$ cat src/rtl/tremor_confirmation_tracker_assert.svh
// assertion macros for the tremor confirmation tracker
`ifndef TREMOR_CONFIRMATION_TRACKER_ASSERT_SVH
`define TREMOR_CONFIRMATION_TRACKER_ASSERT_SVH
`ifndef SYNTHESIS
`define TCT_ASSERT_IMP(label, clk, rst, ante, cons) \
  label: assert property (@(posedge clk) disable iff (rst) (ante) |-> (cons)) \
    else $error("tct same-cycle check failed");
`define TCT_ASSERT_NXT(label, clk, rst, ante, cons) \
  label: assert property (@(posedge clk) disable iff (rst) (ante) |=> (cons)) \
    else $error("tct next-cycle check failed");
`else
`define TCT_ASSERT_IMP(label, clk, rst, ante, cons)
`define TCT_ASSERT_NXT(label, clk, rst, ante, cons)
`endif
`endif

$ cat src/rtl/tct_pkg.sv
// shared types and constants of the tremor confirmation tracker
package tct_pkg;

  localparam int RUN_COUNT_MAX_DEF = 255;

  localparam int CLASS_W    = 2;
  localparam int INT_W      = 12;
  localparam int LEVEL_W    = 10;
  localparam int STATUS_W   = 2;
  localparam int ALPHA_W    = 9;
  localparam int WIN_W      = 8;
  localparam int CFG_IDX_W  = 2;
  localparam int CFG_DATA_W = 9;
  localparam int PROD_W     = 21;
  localparam int SUM_W      = 22;

  localparam logic [INT_W-1:0]   INTENSITY_MAX = 12'd3072;
  localparam logic [ALPHA_W-1:0] ALPHA_ONE     = 9'd256;
  localparam logic [ALPHA_W-1:0] LEVEL_SCALE   = 9'd500;
  localparam logic [LEVEL_W-1:0] LEVEL_CAP     = 10'd1000;
  localparam logic [SUM_W-1:0]   EMA_ROUND     = 22'd128;

  localparam logic [ALPHA_W-1:0] ALPHA_RST   = 9'd77;
  localparam logic [WIN_W-1:0]   CONFIRM_RST = 8'd2;
  localparam logic [WIN_W-1:0]   CLEAR_RST   = 8'd3;

  localparam logic [CFG_IDX_W-1:0] REG_ALPHA   = 2'd0;
  localparam logic [CFG_IDX_W-1:0] REG_CONFIRM = 2'd1;
  localparam logic [CFG_IDX_W-1:0] REG_CLEAR   = 2'd2;

  typedef enum logic [CLASS_W-1:0] {
    CLS_NONE   = 2'd0,
    CLS_TREMOR = 2'd1,
    CLS_DYSK   = 2'd2
  } class_t;

  typedef enum logic [STATUS_W-1:0] {
    STAT_NORMAL = 2'd0,
    STAT_TREMOR = 2'd1,
    STAT_DYSK   = 2'd2
  } status_t;

  typedef struct packed {
    logic accept;
    logic mul1;
    logic mul2;
    logic level;
  } tct_cmd_t;

  typedef struct packed {
    logic ema_active;
  } tct_sts_t;

endpackage

$ cat src/rtl/tct_if.sv
// handshake channel interfaces of the tremor confirmation tracker
interface tct_in_if;
  logic                        valid;
  logic                        ready;
  logic [tct_pkg::CLASS_W-1:0] window_class;
  logic [tct_pkg::INT_W-1:0]   intensity;
  modport source (output valid, window_class, intensity, input ready);
  modport sink (input valid, window_class, intensity, output ready);
endinterface

interface tct_out_if;
  logic                         valid;
  logic                         ready;
  logic [tct_pkg::LEVEL_W-1:0]  tremor_level;
  logic [tct_pkg::LEVEL_W-1:0]  dysk_level;
  logic [tct_pkg::STATUS_W-1:0] status;
  modport source (output valid, tremor_level, dysk_level, status, input ready);
  modport sink (input valid, tremor_level, dysk_level, status, output ready);
endinterface

interface tct_cfg_if;
  logic                           valid;
  logic                           ready;
  logic [tct_pkg::CFG_IDX_W-1:0]  index;
  logic [tct_pkg::CFG_DATA_W-1:0] data;
  modport source (output valid, index, data, input ready);
  modport sink (input valid, index, data, output ready);
endinterface

$ cat src/rtl/tremor_confirmation_tracker.sv
// top level of the tremor confirmation tracker
//
//  channel  | dir | payload                               | handshake
//  window   | in  | window_class, intensity               | valid / ready
//  result   | out | tremor_level, dysk_level, status      | valid / ready
//  cfg      | in  | index, data                           | valid / ready (always ready)
//
// result valid rises once a tremor or dyskinesia item has passed the MUL1, MUL2 and
// LEVEL states, or MUL1 and LEVEL for a none item; the shared ema multiply runs in
// MUL1 and MUL2, the level scaling in LEVEL. one item at a time: window ready
// returns the cycle after the result is taken.
// rst is synchronous, active high; it restores the register defaults and clears
// runs, averages and levels. a stalled result holds its value until taken.
`include "tremor_confirmation_tracker_assert.svh"

module tremor_confirmation_tracker #(
  parameter int RUN_COUNT_MAX = tct_pkg::RUN_COUNT_MAX_DEF
) (
  input logic       clk,
  input logic       rst,
  tct_in_if.sink    window,
  tct_out_if.source result,
  tct_cfg_if.sink   cfg
);

  tct_pkg::tct_cmd_t cmd;
  tct_pkg::tct_sts_t sts;

  assign cfg.ready = 1'b1;

  tct_ctrl u_ctrl (
    .clk       (clk),
    .rst       (rst),
    .in_valid  (window.valid),
    .out_ready (result.ready),
    .sts       (sts),
    .cmd       (cmd),
    .in_ready  (window.ready),
    .out_valid (result.valid)
  );

  tct_dp #(
    .RUN_COUNT_MAX (RUN_COUNT_MAX)
  ) u_dp (
    .clk           (clk),
    .rst           (rst),
    .cmd           (cmd),
    .sts           (sts),
    .window_class  (window.window_class),
    .intensity     (window.intensity),
    .cfg_write     (cfg.valid && cfg.ready),
    .cfg_index     (cfg.index),
    .cfg_data      (cfg.data),
    .tremor_level  (result.tremor_level),
    .dysk_level    (result.dysk_level),
    .status        (result.status)
  );

  // never taking a new item while a result is pending
  `TCT_ASSERT_IMP(a_ready_excl, clk, rst, result.valid, !window.ready)
  `TCT_ASSERT_NXT(a_accept_busy, clk, rst, window.valid && window.ready, !window.ready)
  `TCT_ASSERT_IMP(a_status_tremor, clk, rst, result.valid, (result.tremor_level != '0) == (result.status == tct_pkg::STAT_TREMOR))
  `TCT_ASSERT_IMP(a_level_cap, clk, rst, result.valid, (result.tremor_level <= tct_pkg::LEVEL_CAP) && (result.dysk_level <= tct_pkg::LEVEL_CAP))

endmodule

$ cat src/rtl/tct_ctrl.sv
// sequencing state machine of the tremor confirmation tracker
module tct_ctrl (
  input  logic              clk,
  input  logic              rst,
  input  logic              in_valid,
  input  logic              out_ready,
  input  tct_pkg::tct_sts_t sts,
  output tct_pkg::tct_cmd_t cmd,
  output logic              in_ready,
  output logic              out_valid
);

  typedef enum logic [2:0] {
    S_IDLE,
    S_MUL1,
    S_MUL2,
    S_LEVEL,
    S_OUT
  } state_t;

  state_t state;

  always_comb begin
    cmd = '0;
    cmd.accept = in_valid && in_ready;
    unique case (state)
      S_MUL1:  cmd.mul1  = 1'b1;
      S_MUL2:  cmd.mul2  = 1'b1;
      S_LEVEL: cmd.level = 1'b1;
      default: ;
    endcase
  end

  always_ff @(posedge clk) begin
    if (rst) begin
      state     <= S_IDLE;
      in_ready  <= 1'b1;
      out_valid <= 1'b0;
    end else begin
      unique case (state)
        S_IDLE: begin
          if (in_valid && in_ready) begin
            state    <= S_MUL1;
            in_ready <= 1'b0;
          end
        end
        S_MUL1: begin
          // none windows skip the average update in S_MUL2
          state <= sts.ema_active ? S_MUL2 : S_LEVEL;
        end
        S_MUL2: begin
          state <= S_LEVEL;
        end
        S_LEVEL: begin
          state     <= S_OUT;
          out_valid <= 1'b1;
        end
        S_OUT: begin
          if (out_ready) begin
            state     <= S_IDLE;
            out_valid <= 1'b0;
            in_ready  <= 1'b1;
          end
        end
        default: begin
          state     <= S_IDLE;
          in_ready  <= 1'b1;
          out_valid <= 1'b0;
        end
      endcase
    end
  end

endmodule

$ cat src/rtl/tct_dp.sv
// datapath: config registers, run counters, averages and levels
module tct_dp #(
  parameter int RUN_COUNT_MAX = tct_pkg::RUN_COUNT_MAX_DEF
) (
  input  logic                           clk,
  input  logic                           rst,
  input  tct_pkg::tct_cmd_t              cmd,
  output tct_pkg::tct_sts_t              sts,
  input  logic [tct_pkg::CLASS_W-1:0]    window_class,
  input  logic [tct_pkg::INT_W-1:0]      intensity,
  input  logic                           cfg_write,
  input  logic [tct_pkg::CFG_IDX_W-1:0]  cfg_index,
  input  logic [tct_pkg::CFG_DATA_W-1:0] cfg_data,
  output logic [tct_pkg::LEVEL_W-1:0]    tremor_level,
  output logic [tct_pkg::LEVEL_W-1:0]    dysk_level,
  output logic [tct_pkg::STATUS_W-1:0]   status
);

  localparam int RW = $clog2(RUN_COUNT_MAX + 1);
  localparam int CW = (RW > tct_pkg::WIN_W) ? RW : tct_pkg::WIN_W;
  localparam logic [RW-1:0] RUN_MAX = RW'(RUN_COUNT_MAX);

  logic [tct_pkg::ALPHA_W-1:0] alpha;
  logic [tct_pkg::WIN_W-1:0]   confirm_windows;
  logic [tct_pkg::WIN_W-1:0]   clear_windows;

  logic [tct_pkg::CLASS_W-1:0] cls_q;
  logic [tct_pkg::INT_W-1:0]   raw_q;
  logic [tct_pkg::PROD_W-1:0]  prod;

  logic [RW-1:0] tremor_run;
  logic [RW-1:0] dysk_run;
  logic [RW-1:0] quiet_run;

  logic [tct_pkg::INT_W-1:0]   tremor_avg;
  logic [tct_pkg::INT_W-1:0]   dysk_avg;
  logic [tct_pkg::LEVEL_W-1:0] tremor_level_next;
  logic [tct_pkg::LEVEL_W-1:0] dysk_level_next;

  logic [tct_pkg::ALPHA_W-1:0] alpha_sat;
  logic [tct_pkg::ALPHA_W-1:0] alpha_inv;
  logic [tct_pkg::INT_W-1:0]   avg_sel;
  logic [tct_pkg::SUM_W-1:0]   ema_sum;
  logic [tct_pkg::INT_W-1:0]   ema_new;
  logic [tct_pkg::WIN_W-1:0]   conf_eff;
  logic [tct_pkg::WIN_W-1:0]   clr_eff;
  logic                        hit_tremor;
  logic                        hit_dysk;
  logic                        hit_quiet;
  logic [tct_pkg::INT_W-1:0]   level_src;
  logic [tct_pkg::PROD_W-1:0]  level_prod;
  logic [tct_pkg::LEVEL_W:0]   level_raw;
  logic [tct_pkg::LEVEL_W-1:0] level_val;
  logic [tct_pkg::INT_W-1:0]   raw_sat;

  assign sts.ema_active = (cls_q == tct_pkg::CLS_TREMOR) || (cls_q == tct_pkg::CLS_DYSK);

  assign alpha_sat = (alpha > tct_pkg::ALPHA_ONE) ? tct_pkg::ALPHA_ONE : alpha;
  assign alpha_inv = tct_pkg::ALPHA_ONE - alpha_sat;
  assign avg_sel   = (cls_q == tct_pkg::CLS_TREMOR) ? tremor_avg : dysk_avg;
  assign raw_sat   = (intensity > tct_pkg::INTENSITY_MAX) ? tct_pkg::INTENSITY_MAX
                                                          : intensity;

  // second half of the average: old weight times old average, plus rounding
  assign ema_sum = tct_pkg::SUM_W'(prod)
                 + tct_pkg::SUM_W'(tct_pkg::PROD_W'(alpha_inv) * tct_pkg::PROD_W'(avg_sel))
                 + tct_pkg::EMA_ROUND;
  assign ema_new = ema_sum[tct_pkg::INT_W+7:8];

  assign conf_eff   = (confirm_windows == '0) ? tct_pkg::WIN_W'(1) : confirm_windows;
  assign clr_eff    = (clear_windows == '0) ? tct_pkg::WIN_W'(1) : clear_windows;
  assign hit_tremor = CW'(tremor_run) >= CW'(conf_eff);
  assign hit_dysk   = CW'(dysk_run) >= CW'(conf_eff);
  assign hit_quiet  = CW'(quiet_run) >= CW'(clr_eff);

  assign level_src  = hit_tremor ? tremor_avg : dysk_avg;
  assign level_prod = tct_pkg::PROD_W'(level_src) * tct_pkg::PROD_W'(tct_pkg::LEVEL_SCALE);
  assign level_raw  = level_prod[tct_pkg::PROD_W-1:10];
  assign level_val  = (level_raw > (tct_pkg::LEVEL_W+1)'(tct_pkg::LEVEL_CAP))
                    ? tct_pkg::LEVEL_CAP : level_raw[tct_pkg::LEVEL_W-1:0];

  always_comb begin
    tremor_level_next = tremor_level;
    dysk_level_next   = dysk_level;
    priority if (hit_tremor) begin
      tremor_level_next = level_val;
      dysk_level_next   = '0;
    end else if (hit_dysk) begin
      dysk_level_next   = level_val;
      tremor_level_next = '0;
    end else if (hit_quiet) begin
      tremor_level_next = '0;
      dysk_level_next   = '0;
    end else begin
      tremor_level_next = tremor_level;
    end
  end

  always_ff @(posedge clk) begin
    if (rst) begin
      alpha           <= tct_pkg::ALPHA_RST;
      confirm_windows <= tct_pkg::CONFIRM_RST;
      clear_windows   <= tct_pkg::CLEAR_RST;
    end else if (cfg_write) begin
      unique case (cfg_index)
        tct_pkg::REG_ALPHA:   alpha           <= cfg_data;
        tct_pkg::REG_CONFIRM: confirm_windows <= cfg_data[tct_pkg::WIN_W-1:0];
        tct_pkg::REG_CLEAR:   clear_windows   <= cfg_data[tct_pkg::WIN_W-1:0];
        default: ;
      endcase
    end
  end

  always_ff @(posedge clk) begin
    if (cmd.accept) begin
      cls_q <= window_class;
      raw_q <= raw_sat;
    end
    if (cmd.mul1) begin
      prod <= tct_pkg::PROD_W'(alpha_sat) * tct_pkg::PROD_W'(raw_q);
    end
  end

  always_ff @(posedge clk) begin
    if (rst) begin
      tremor_run   <= '0;
      dysk_run     <= '0;
      quiet_run    <= '0;
      tremor_avg   <= '0;
      dysk_avg     <= '0;
      tremor_level <= '0;
      dysk_level   <= '0;
      status       <= tct_pkg::STAT_NORMAL;
    end else begin
      if (cmd.accept) begin
        unique case (window_class)
          tct_pkg::CLS_TREMOR: begin
            tremor_run <= (tremor_run >= RUN_MAX) ? RUN_MAX : tremor_run + RW'(1);
            dysk_run   <= '0;
            quiet_run  <= '0;
          end
          tct_pkg::CLS_DYSK: begin
            dysk_run   <= (dysk_run >= RUN_MAX) ? RUN_MAX : dysk_run + RW'(1);
            tremor_run <= '0;
            quiet_run  <= '0;
          end
          // unused class code counts as none
          default: begin
            quiet_run  <= (quiet_run >= RUN_MAX) ? RUN_MAX : quiet_run + RW'(1);
            tremor_run <= '0;
            dysk_run   <= '0;
          end
        endcase
      end
      if (cmd.mul2) begin
        if (cls_q == tct_pkg::CLS_TREMOR) begin
          tremor_avg <= ema_new;
        end else begin
          dysk_avg <= ema_new;
        end
      end
      if (cmd.level) begin
        tremor_level <= tremor_level_next;
        dysk_level   <= dysk_level_next;
        if (!hit_tremor && !hit_dysk && hit_quiet) begin
          tremor_avg <= '0;
          dysk_avg   <= '0;
        end
        if (tremor_level_next != '0) begin
          status <= tct_pkg::STAT_TREMOR;
        end else if (dysk_level_next != '0) begin
          status <= tct_pkg::STAT_DYSK;
        end else begin
          status <= tct_pkg::STAT_NORMAL;
        end
      end
    end
  end

endmodule
$ cat src/flat_wrapper.sv
// flat-port wrapper written by rule: the top's interface ports become plain ports
module tremor_confirmation_tracker_flat 
#(
  parameter int RUN_COUNT_MAX = tct_pkg::RUN_COUNT_MAX_DEF
)
  (clk, rst, window_valid, window_window_class, window_intensity, window_ready, result_valid, result_tremor_level, result_dysk_level, result_status, result_ready, cfg_valid, cfg_index, cfg_data, cfg_ready);
  tct_in_if window_i ();
  tct_out_if result_i ();
  tct_cfg_if cfg_i ();
  input logic clk;
  input logic rst;
  input wire logic [$bits(window_i.valid)-1:0] window_valid;
  input wire logic [$bits(window_i.window_class)-1:0] window_window_class;
  input wire logic [$bits(window_i.intensity)-1:0] window_intensity;
  output wire logic [$bits(window_i.ready)-1:0] window_ready;
  output wire logic [$bits(result_i.valid)-1:0] result_valid;
  output wire logic [$bits(result_i.tremor_level)-1:0] result_tremor_level;
  output wire logic [$bits(result_i.dysk_level)-1:0] result_dysk_level;
  output wire logic [$bits(result_i.status)-1:0] result_status;
  input wire logic [$bits(result_i.ready)-1:0] result_ready;
  input wire logic [$bits(cfg_i.valid)-1:0] cfg_valid;
  input wire logic [$bits(cfg_i.index)-1:0] cfg_index;
  input wire logic [$bits(cfg_i.data)-1:0] cfg_data;
  output wire logic [$bits(cfg_i.ready)-1:0] cfg_ready;
  assign window_i.valid = window_valid;
  assign window_i.window_class = window_window_class;
  assign window_i.intensity = window_intensity;
  assign window_ready = window_i.ready;
  assign result_valid = result_i.valid;
  assign result_tremor_level = result_i.tremor_level;
  assign result_dysk_level = result_i.dysk_level;
  assign result_status = result_i.status;
  assign result_i.ready = result_ready;
  assign cfg_i.valid = cfg_valid;
  assign cfg_i.index = cfg_index;
  assign cfg_i.data = cfg_data;
  assign cfg_ready = cfg_i.ready;
  tremor_confirmation_tracker #(.RUN_COUNT_MAX(RUN_COUNT_MAX)) u_core (.clk(clk), .rst(rst), .window(window_i), .result(result_i), .cfg(cfg_i));
endmodule
$ cat config.mk
export PLATFORM = sky130hd
export DESIGN_NAME = tremor_confirmation_tracker_flat
export DESIGN_NICKNAME = d
export VERILOG_FILES = /design/src/rtl/tct_pkg.sv /design/src/rtl/tct_if.sv /design/src/rtl/tremor_confirmation_tracker.sv /design/src/rtl/tct_ctrl.sv /design/src/rtl/tct_dp.sv /design/src/flat_wrapper.sv
export VERILOG_INCLUDE_DIRS = /design/src /design/src/rtl
export SDC_FILE = /design/constraint.sdc
export NUM_CORES = 1
export LEC_CHECK = 0
export BUFFER_PORTS_ARGS = -buffer_cell sky130_fd_sc_hd__buf_2
export CAP_MARGIN = 5
export CORE_ASPECT_RATIO = 0.8
export CORE_MARGIN = 3
export CORE_UTILIZATION = 65
export CTS_CLUSTER_SIZE = 28
export DETAILED_ROUTE_END_ITERATION = 16
export PLACE_DENSITY = 0.85
export SETUP_SLACK_MARGIN = 0.1
export SLEW_MARGIN = 5
export SYNTH_ARGS = -nofsm -noshare
export SYNTH_HDL_FRONTEND = slang
export SYNTH_SLANG_ARGS = --single-unit
$ cat constraint.sdc
create_clock -name clk -period 20.6 [get_ports clk]
set_input_delay 4.12 -clock clk [delete_from_list [all_inputs] [get_ports clk]]
set_output_delay 4.12 -clock clk [all_outputs]
set_load 0.01 [all_outputs]
==> impl_metrics.env <==
export IMPL_status="finished clean"
export IMPL_crit_slowest_cell="nor2b_1"
export IMPL_start_util_pct=66.7
export IMPL_criticalPathCategory="flop to flop"
export IMPL_setup_viol=0
export IMPL_synth_top_area_share_pct=24.5
export IMPL_ios=55
export IMPL_cts_hold_buf=0
export IMPL_grt_pass1_vias=12800
export IMPL_final_nets=2193
export IMPL_reg2reg_slack_ns=12.46
export IMPL_r2r_start="u_core.u_dp.alpha[8]$_SDFFE_PP0P_"
export IMPL_core_um2=23600
export IMPL_min_period_ns=8.14
export IMPL_routabilityCongestion=0.916
export IMPL_finalSetupTns_ns=0
export IMPL_hold_ws_ns=0.472
export IMPL_maxSlewHeadroom_pct=12.3
export IMPL_grt_pass1_wl_um=62000
export IMPL_num_vias=12600
export IMPL_yosys_warnings=0
export IMPL_clock_sinks=134
export IMPL_syn_nets=2173
export IMPL_worstPathArrival_ns=8.50
export IMPL_rr_worst_depth=23
export IMPL_synth_most_common_cell="inv_1"
export IMPL_clock_skew_ns=0.0199
export IMPL_drt_iter0_drc=1073
export IMPL_synth_edf_count=34
export IMPL_grt_ovfl_total=0
export IMPL_startpoint_type="flop"
export IMPL_totalWireLength_um=36500
export IMPL_floorplan_die_width_um=180
export IMPL_synth_seq_area_share_pct=19.2
export IMPL_track_usage_pct=28.4
export IMPL_required_ns=20.96
export IMPL_clock_latency_ns=0.43
export IMPL_synth_main_ff_cell="dfxtp_1"
export IMPL_worst_pin_slew_ns=1.31
export IMPL_cts_setup_buffers=0
export IMPL_num_rows=50
export IMPL_portBuffers=53
export IMPL_firstDrtPassIters=5
export IMPL_die_y_um=145
export IMPL_cp_num_cells=23
export IMPL_via_per_inst=5.93
export IMPL_cp_cell_sequence="nor2b_1 -> inv_1 -> ha_1 -> xnor2_1 -> nand2_1 -> fa_1 -> inv_1 -> fa_1 -> inv_1 -> fa_1 -> inv_1 -> fa_1 -> fa_1 -> ha_1 -> or3_1 -> a2111oi_0 -> nor4_2 -> nor3_1 -> o31ai_1 -> a21oi_1 -> xnor2_1 -> nand2_1 -> a21oi_1"
export IMPL_synth_commonest_cells="inv_1, nand2_1, fa_1"
export IMPL_min_delay_path_class="flop to flop"
export IMPL_areaGrowthSynthToFinish_pct=6.97
export IMPL_synthesis_area_um2=15800
export IMPL_die_area_um2=26200
export IMPL_power_density_nw_per_um2=135
export IMPL_wl_per_cell_um=17.2
export IMPL_post_route_period_util_pct=39.5
export IMPL_fillers=1711
export IMPL_path_buf_inv=4
export IMPL_ys_seq_elements=134
export IMPL_clock_path_buffers=2
export IMPL_synth_top_area_cell="fa_1"
export IMPL_multi_input_area_um2=11400
export IMPL_crit_path_frequent_cell="fa_1"
export IMPL_clk_pin_slew_ns=0.07
export IMPL_seqCellArea_um2=3020
export IMPL_p_leak_nw=8.23
export IMPL_regToRegEndpoint="u_core.u_dp.tremor_avg[10]$_SDFF_PP0_"
export IMPL_synthTopCellsByArea="fa_1, ha_1, dfxtp_1"
export IMPL_grt_antenna_before_repair=0
export IMPL_syn_avg_cell_area_um2=8.84
export IMPL_cts_resized=0
export IMPL_min_to="u_core.u_dp.tremor_avg[9]$_SDFF_PP0_"
export IMPL_ctsRootBufferMaster="clkbuf_16"
export IMPL_max_cap_viol_count=0
export IMPL_crit_family="adder cells"
export IMPL_drtAntennaViolNets=0
export IMPL_hold_start="u_core.u_dp.tremor_avg[9]$_SDFF_PP0_"
export IMPL_cts_htree_levels=4
export IMPL_holdPathStages=2
export IMPL_synthCells=1785
export IMPL_cts_buffers=17
export IMPL_drive_gt1_share_pct=8.36
export IMPL_antennaDiodeCount=0
export IMPL_rsz0062_at_grt="no"
export IMPL_critPathMaxFanout=14
export IMPL_endpoint_kind="flop"
export IMPL_async_flop_share_pct=0
export IMPL_synth_distinct_cells=76
export IMPL_max_freq_ghz=0.123
export IMPL_grt_max_degree=78
export IMPL_final_max_slew_viol_count=0
export IMPL_hold_violations=0
export IMPL_dp_hpwl_um=27800
export IMPL_cts_tree="done"
export IMPL_ir_drop_v=0.000125
export IMPL_drc=0
export IMPL_cp_slowest_stage_delay_ns=0.88
-- routing by layer --
layer | vias up | share of wire, % | track usage [%]
li1 | 5876 | - | -
met1 | 6183 | 44 | 40.5
met5 | - | 0 | 0
met4 | 0 | 2.1 | 7.36
met3 | 73 | 7.4 | 5.10
met2 | 500 | 46 | 45.6
-- worst reg2reg max path, cell delays in order (launching register included) --
cell and delay [ns]:
dfxtp_1 0.36, nor2b_1 0.88, inv_1 0.12, ha_1 0.26
xnor2_1 0.83, nand2_1 0.18, fa_1 0.55, inv_1 0.05
fa_1 0.50, inv_1 0.05, fa_1 0.47, inv_1 0.05
fa_1 0.50, fa_1 0.50, ha_1 0.23, or3_1 0.33
a2111oi_0 0.84, nor4_2 0.19, nor3_1 0.37, o31ai_1 0.19
a21oi_1 0.20, xnor2_1 0.16, nand2_1 0.10, a21oi_1 0.16
-- cell families (layout without fill, tap and decap cells) --
family,count (synthesis),count (layout),share of synthesized area (%)
fa+ha+maj,358,358,37.6
compound gates,247,247,10.6
other cells,1,1,0.0238
mux,50,50,3.36
simple gates,601,601,18.4
xor+xnor,45,45,2.50
flops,134,134,19.2
buf+inv,349,382,8.34
-- state kept, by name, summed over array words and instances, names as in the netlist --
signal / cells
u_core.u_ctrl.in_ready: 1
u_core.u_ctrl.out_valid: 1
u_core.u_ctrl.state: 3
u_core.u_dp.alpha: 9
u_core.u_dp.clear_windows: 8
u_core.u_dp.cls_q: 2
u_core.u_dp.confirm_windows: 8
u_core.u_dp.dysk_avg: 12
u_core.u_dp.dysk_level: 10
u_core.u_dp.dysk_run: 8
u_core.u_dp.prod: 20
u_core.u_dp.quiet_run: 8
u_core.u_dp.raw_q: 12
u_core.u_dp.status: 2
u_core.u_dp.tremor_avg: 12
u_core.u_dp.tremor_level: 10
u_core.u_dp.tremor_run: 8
-- layout by cell type, fill, tap and decap left out, drive strengths merged, types with 7 or more instances in the layout --
cell type,netlist,final
nor4,14,14
a22oi,8,8
dfxtp,100,100
buf,16,68
nand2,236,236
nand3,34,34
o21ai,35,35
nor2b,26,26
a21oi,96,96
fa,193,193
clkbuf,51,21
xnor2,33,33
xor2,12,12
a211o,9,9
nor2,113,113
o211ai,7,7
and2,57,57
inv,282,292
mux2,24,24
a41oi,8,8
nor3,40,40
edfxtp,34,34
ha,165,165
a21o,16,16
and3,18,18
mux2i,26,26
a211oi,11,11
nand2b,24,24
o21a,9,9
or3,11,11
-- through the flow --
| step | cell area [um^2] | setup WS, ns | power, mW | utilization [%] | instances |
|---|---|---|---|---|---|
| after global routing | 16900 | 11.89 | 2.51 | 71.4 | 2130 |
| after floorplan | 15800 | 12.93 | 1.58 | - | 1785 |
| after CTS | 16900 | 12.57 | 2.26 | 71.4 | 2130 |
| after detailed placement | 16300 | 12.64 | 1.94 | 68.9 | 2098 |
| after global placement | 16300 | 12.91 | 1.87 | 68.9 | 2098 |
| final | 16900 | 12.46 | 2.28 | 71.4 | 2130 |
-- report_power, final --
group / internal (mW) / switching, mW / total, mW / leakage, nW
registers: 0.329 / 0.0375 / 0.367 / 1.13
logic: 0.640 / 0.966 / 1.61 / 6.81
clock network: 0.172 / 0.136 / 0.308 / 0.288
total: 1.14 / 1.14 / 2.28 / 8.23
-- how the worst max path moves through the flow --
stage | startpoint | endpoint
floorplan | u_core.u_dp.confirm_windows[3]$_SDFFE_PP0P_ | u_core.u_dp.status[1]$_SDFFE_PP0P_
global placement | u_core.u_dp.confirm_windows[3]$_SDFFE_PP0P_ | u_core.u_dp.status[1]$_SDFFE_PP0P_
detailed placement | u_core.u_dp.alpha[1]$_SDFFE_PP0P_ | u_core.u_dp.tremor_avg[10]$_SDFF_PP0_
CTS | u_core.u_dp.alpha[8]$_SDFFE_PP0P_ | u_core.u_dp.dysk_avg[10]$_SDFF_PP0_
global route | u_core.u_dp.alpha[8]$_SDFFE_PP0P_ | u_core.u_dp.tremor_avg[10]$_SDFF_PP0_
finish | u_core.u_dp.alpha[8]$_SDFFE_PP0P_ | u_core.u_dp.tremor_avg[10]$_SDFF_PP0_
-- cell type report --
cell class	instances	area share [%]
clock inverter	11	0.571
inverter	282	6.27
sequential	134	17.9
timing repair buffer	68	2.24
multi-input combinational	1302	67.8
tap	312	2.31
clock buffer	21	2.85
Note: power is estimated with default switching activity, not from simulation.
